==> src/rtl/core/tcpc_pkg.sv <==
// ----------------------------------------------------------------------------
// tcpc_pkg
// Types and constants shared by the text console put-char engine.
// ----------------------------------------------------------------------------
`default_nettype none

package tcpc_pkg;

  localparam int COLUMNS       = 80;
  localparam int ROWS          = 25;
  localparam int CELLS         = COLUMNS * ROWS;
  localparam int ADDR_W        = $clog2(CELLS);
  localparam int LAST_ROW_BASE = (ROWS - 1) * COLUMNS;
  localparam int QUEUE_DEPTH   = 2;
  localparam int QPTR_W        = $clog2(QUEUE_DEPTH);
  localparam int CHAR_W        = 8;
  localparam int POS_W         = 11;
  localparam int IDX_W         = 11;

  localparam logic [CHAR_W-1:0] BLANK_ATTR   = 8'h0F;
  localparam logic [CHAR_W-1:0] NEWLINE_BYTE = 8'h0A;

  typedef logic [ADDR_W-1:0] addr_t;

  typedef enum logic [1:0] {
    OP_PUT,
    OP_CLEAR,
    OP_READ,
    OP_SETCUR
  } op_e;

  typedef struct packed {
    op_e               opcode;
    logic [CHAR_W-1:0] char_byte;
    logic [IDX_W-1:0]  cell_index;
  } req_t;

  typedef struct packed {
    logic [POS_W-1:0]  cursor_pos;
    logic [CHAR_W-1:0] read_char;
    logic [CHAR_W-1:0] read_attr;
    logic              scrolled;
  } rsp_t;

  typedef enum logic [2:0] {
    CMD_WRITE,
    CMD_NEWLINE,
    CMD_CLEAR,
    CMD_READ,
    CMD_SETCUR
  } cmd_kind_e;

  typedef struct packed {
    cmd_kind_e         kind;
    logic              in_range;
    logic [CHAR_W-1:0] ch;
    addr_t             idx;
  } cmd_t;

  typedef struct packed {
    logic pop;
    logic init_busy;
  } bk_status_t;

  typedef enum logic [2:0] {
    ST_IDLE,
    ST_READ,
    ST_SETCUR,
    ST_SCROLL,
    ST_SCROLL_LAST,
    ST_FILL
  } state_e;

  typedef enum logic [1:0] {
    FILL_INIT,
    FILL_CLEAR,
    FILL_SCROLL
  } fill_e;

endpackage

`default_nettype wire

==> src/rtl/core/tcpc_front.sv <==
// ----------------------------------------------------------------------------
// tcpc_front
// Accepts requests, classifies them into commands and queues them.
// ----------------------------------------------------------------------------
`default_nettype none

module tcpc_front (
  input  wire logic                clk_i,
  input  wire logic                rst_ni,
  input  wire logic                req_valid_i,
  output logic                     req_stall_o,
  input  wire tcpc_pkg::req_t      req_i,
  input  wire tcpc_pkg::bk_status_t bk_status_i,
  output logic                     cmd_valid_o,
  output tcpc_pkg::cmd_t           cmd_o
);

  tcpc_pkg::cmd_t                  cmd_in;
  tcpc_pkg::cmd_t                  ent_q [tcpc_pkg::QUEUE_DEPTH];
  logic [tcpc_pkg::QPTR_W-1:0]     wr_ptr_q, wr_ptr_d;
  logic [tcpc_pkg::QPTR_W-1:0]     rd_ptr_q, rd_ptr_d;
  logic [tcpc_pkg::QPTR_W:0]       count_q, count_d;
  logic                            full;
  logic                            push;
  logic                            pop;

  // classify
  always_comb begin
    cmd_in.ch       = req_i.char_byte;
    cmd_in.idx      = tcpc_pkg::ADDR_W'(req_i.cell_index);
    cmd_in.in_range = (32'(req_i.cell_index) < tcpc_pkg::CELLS);
    unique case (req_i.opcode)
      tcpc_pkg::OP_PUT: begin
        cmd_in.kind = (req_i.char_byte == tcpc_pkg::NEWLINE_BYTE) ?
                      tcpc_pkg::CMD_NEWLINE : tcpc_pkg::CMD_WRITE;
      end
      tcpc_pkg::OP_CLEAR:  cmd_in.kind = tcpc_pkg::CMD_CLEAR;
      tcpc_pkg::OP_READ:   cmd_in.kind = tcpc_pkg::CMD_READ;
      tcpc_pkg::OP_SETCUR: cmd_in.kind = tcpc_pkg::CMD_SETCUR;
    endcase
  end

  assign full        = (count_q == (tcpc_pkg::QPTR_W + 1)'(tcpc_pkg::QUEUE_DEPTH));
  assign req_stall_o = full || bk_status_i.init_busy;
  assign push        = req_valid_i && !req_stall_o;
  assign pop         = bk_status_i.pop;
  assign cmd_valid_o = (count_q != '0);
  assign cmd_o       = ent_q[rd_ptr_q];

  always_comb begin
    wr_ptr_d = wr_ptr_q;
    rd_ptr_d = rd_ptr_q;
    count_d  = count_q;
    if (push) begin
      wr_ptr_d = (wr_ptr_q == tcpc_pkg::QPTR_W'(tcpc_pkg::QUEUE_DEPTH - 1)) ?
                 '0 : wr_ptr_q + tcpc_pkg::QPTR_W'(1);
    end
    if (pop) begin
      rd_ptr_d = (rd_ptr_q == tcpc_pkg::QPTR_W'(tcpc_pkg::QUEUE_DEPTH - 1)) ?
                 '0 : rd_ptr_q + tcpc_pkg::QPTR_W'(1);
    end
    unique case ({push, pop})
      2'b10:   count_d = count_q + (tcpc_pkg::QPTR_W + 1)'(1);
      2'b01:   count_d = count_q - (tcpc_pkg::QPTR_W + 1)'(1);
      default: count_d = count_q;
    endcase
  end

  always_ff @(posedge clk_i or negedge rst_ni) begin
    if (!rst_ni) begin
      wr_ptr_q <= '0;
      rd_ptr_q <= '0;
      count_q  <= '0;
    end else begin
      wr_ptr_q <= wr_ptr_d;
      rd_ptr_q <= rd_ptr_d;
      count_q  <= count_d;
    end
  end

  always_ff @(posedge clk_i) begin
    if (push) begin
      ent_q[wr_ptr_q] <= cmd_in;
    end
  end

endmodule

`default_nettype wire

==> config.mk <==
export PLATFORM = sky130hd
export DESIGN_NAME = tcpc_front
export DESIGN_NICKNAME = d
export VERILOG_FILES = /design/src/rtl/core/tcpc_pkg.sv /design/src/rtl/core/tcpc_front.sv
export SDC_FILE = /design/constraint.sdc
export NUM_CORES = 1
export LEC_CHECK = 0
export BUFFER_PORTS_ARGS = -buffer_cell sky130_fd_sc_hd__buf_4
export CAP_MARGIN = 20
export CORE_ASPECT_RATIO = 0.6
export CORE_MARGIN = 5
export CORE_UTILIZATION = 52
export DETAILED_ROUTE_END_ITERATION = 6
export GPL_TIMING_DRIVEN = 0
export PLACE_DENSITY = 0.88
export SKIP_CTS_REPAIR_TIMING = 1
export SLEW_MARGIN = 0
export SYNTH_ARGS = -nofsm -noshare
export SYNTH_HDL_FRONTEND = slang
export SYNTH_SLANG_ARGS = --single-unit
==> constraint.sdc <==
create_clock -name clk_i -period 2.45 [get_ports clk_i]
set_input_delay 0.245 -clock clk_i [delete_from_list [all_inputs] [get_ports clk_i]]
set_output_delay 0.245 -clock clk_i [all_outputs]
set_load 0.02 [all_outputs]
==> reports/qor.yml <==
finish:
  final_common_cell: "buf_4"
  mostFrequentLayoutCells: "50 x buf_4, 46 x edfxtp_1, 19 x mux2_4"
  fin_cells: 209
  drive_gt1_share_pct: 51.2
  area_delta_synth_final_pct: 27.0
  nNetsFinal: 193
  fillCellCount: 243
  n_antenna_cell: 0
floorplan:
  die_h_um: 58.5
  die-width_um: 90.9
  ioPinCount: 51
  initial_core_util_pct: 54.9
  dieArea_sq_um: 5320
  coreArea_sq_um: 3720
  num_rows: 17
synth:
  postSynthAreaPerCell_sq_um: 19.8
  syn_area_sq_um: 2040
  synth-seq-cells: 50
  synth.distinct_cells: 19
  yosysWarnings: 0
  synth_cells: 103
  synth_seq_area_share_pct: 72.5
  syn_nets: 133
min_path:
  hp-class: "in -> reg"
drt:
  wirelength_um: 3620
  ant_nets: 0
  avgRoutedWirePerCell_um: 17.3
  drc_errors: 0
  met2_length_um: 1790
  drtIter0Drc: 35
  first_pass_iters: 2
  vias_per_cell: 5.06
  num_vias: 1057
  wl_met1_um: 1580
  top_layer: "met4"
  met3_length_um: 239
timing:
  rsz0062_at_grt: "false"
  fin_crit_ps: 1710
  slew_headroom_pct: 58.0
  tightest_slew_ps: 629
  setup_violations: 0
  setup-tns-final_ps: 0
  max_freq_mhz: 586
  finClkSkew_ps: 4.20
  slew_viol_final: 0
  hold_violations: 0
  min_period_over_period_pct: 69.7
clocking:
  cts_inserted_buffers: 5
  cts.sinks: 50
  worstSkewPairLatency_ps: 290
  path_clk_slew_ps: 80
  cts.htree.levels: 2
  cts_tree: "built"
  clock_path_buffers: 2
  cts_root_buffer: "clkbuf_8"
setup_path:
  cp_max_fo: 14
  reg2reg_slack_ps: 740
  end_kind: "flop"
  required_ps: 2450
  critPathLaunchType: "flop"
  path_class: "reg -> reg"
  cp_slowest_cell: "nor2_2"
  critical-path-max-stage-delay_ps: 520
  path_buf_inv: 2
  cp_top_family: "simple AND/OR/NAND/NOR gates"
  cp_cell_sequence: "inv_1, o211ai_2, nor2_2, buf_8"
  worstPathArrival_ps: 1700
placement:
  placedCellCount: 202
  port_buffers: 50
  gp_congestion: 0.734
  place.detailed.hpwl_um: 2690
power:
  clock_power_share_pct: 16.1
  sw_frac_of_total_pct: 31.1
  p_total_uw: 2610
  p_int_uw: 1800
  leakage_uw: 0.00105
  power.switching_uw: 813
  seqPwrFrac_pct: 43.0
  p_per_area_nw_per_um2: 1010
  comb_power_share_pct: 40.9
  vdd_drop_max_mv: 0.557
grt:
  grt_pass1_wl_um: 5840
  grt.total_usage_pct: 14.5
  grt_pass1_vias: 1179
  overflow: 0
  antenna_found_initial: 0
  grt_max_degree: 15
run_status:
  status: "completed"
flow_run:
  cap_violations: 0
[power groups by stage]
stage                     clock network (uW)  registers [uW]  logic, uW
after floorplan                            0            1130        708
after global placement                     0            1140       1030
after detailed placement                   0            1150       1070
after CTS                                436            1130       1080
after global routing                     472            1140       1130
final                                    421            1120       1070
[synth_stat cells, drive strengths merged]
cell type  instances  area share, %
ha                 4            2.5
o2111ai            1           0.43
and3               1           0.31
o21ai              2           0.49
xnor2              4            1.7
edfxtp            46             68
dfrtp              4            4.9
nor4b              1           0.43
xor2               1           0.43
nor2               3           0.55
buf                3            1.7
mux2              23             16
o211ai             1           0.61
nand4b             1           0.43
or2                1           0.31
inv                6            1.1
nor3b              1           0.37
[logic make-up (layout without fill, tap and decap cells)]
kind of cell	after synthesis	in the layout	share of synthesized area, %
AOI/OAI and AO/OA	4	4	1.53
muxes	23	23	16.2
adders and majority gates	4	4	2.45
and+or+nand+nor	8	8	2.39
xor gates and xnor gates	5	5	2.14
DFF	50	50	72.5
buffers and inverters	9	68	2.76
[through the flow]
stage | hold slack, ps | util (%) | worst slack (ps) | cell area [sq um]
finish | 141 | 69.7 | 742 | 2590
global placement | 43.5 | 66.5 | 32.1 | 2480
global route | 123 | 69.7 | 638 | 2590
CTS | -272 | 69.4 | 736 | 2580
floorplan | -50.6 | - | 470 | 2040
detailed placement | 47.7 | 67.5 | 753 | 2510
[flip-flops by register name, indices dropped and copies added, names as in the netlist]
name / flops
ent_q: 46
wr_ptr_q: 1
count_q: 2
rd_ptr_q: 1
[per-layer routing]
metal,GRT usage [%],up-vias
met5,0,-
met4,3.14,0
met3,5.24,2
met2,24.6,34
met1,18.2,517
li1,-,504
[cell type report]
cell class	count	area [sq um]	share of cell area [%]
flip-flops and latches	50	1480	57.1
multi-input cells	44	509	19.6
repair buffers	53	415	16.0
clock buffers	5	68.8	2.65
well taps	47	58.8	2.27
plain buffers	3	33.8	1.30
inverters	6	22.5	0.868
clock inverters	1	3.75	0.145
[path summary, 6_finish.rpt]
check / start / end / cells after the start
hold reg to reg: wr_ptr_q / wr_ptr_q / 1
min in group asynchronous: rst_ni / rd_ptr_q / 2
setup / recovery: count_q[1] / ent_q[1][7] / 4
hold / removal: req_i[1] / ent_q[1][1] / 1
max in group asynchronous: rst_ni / count_q[0] / 2
setup reg to reg: count_q[1] / ent_q[1][7] / 4
Power figures use the tool's default switching activity.
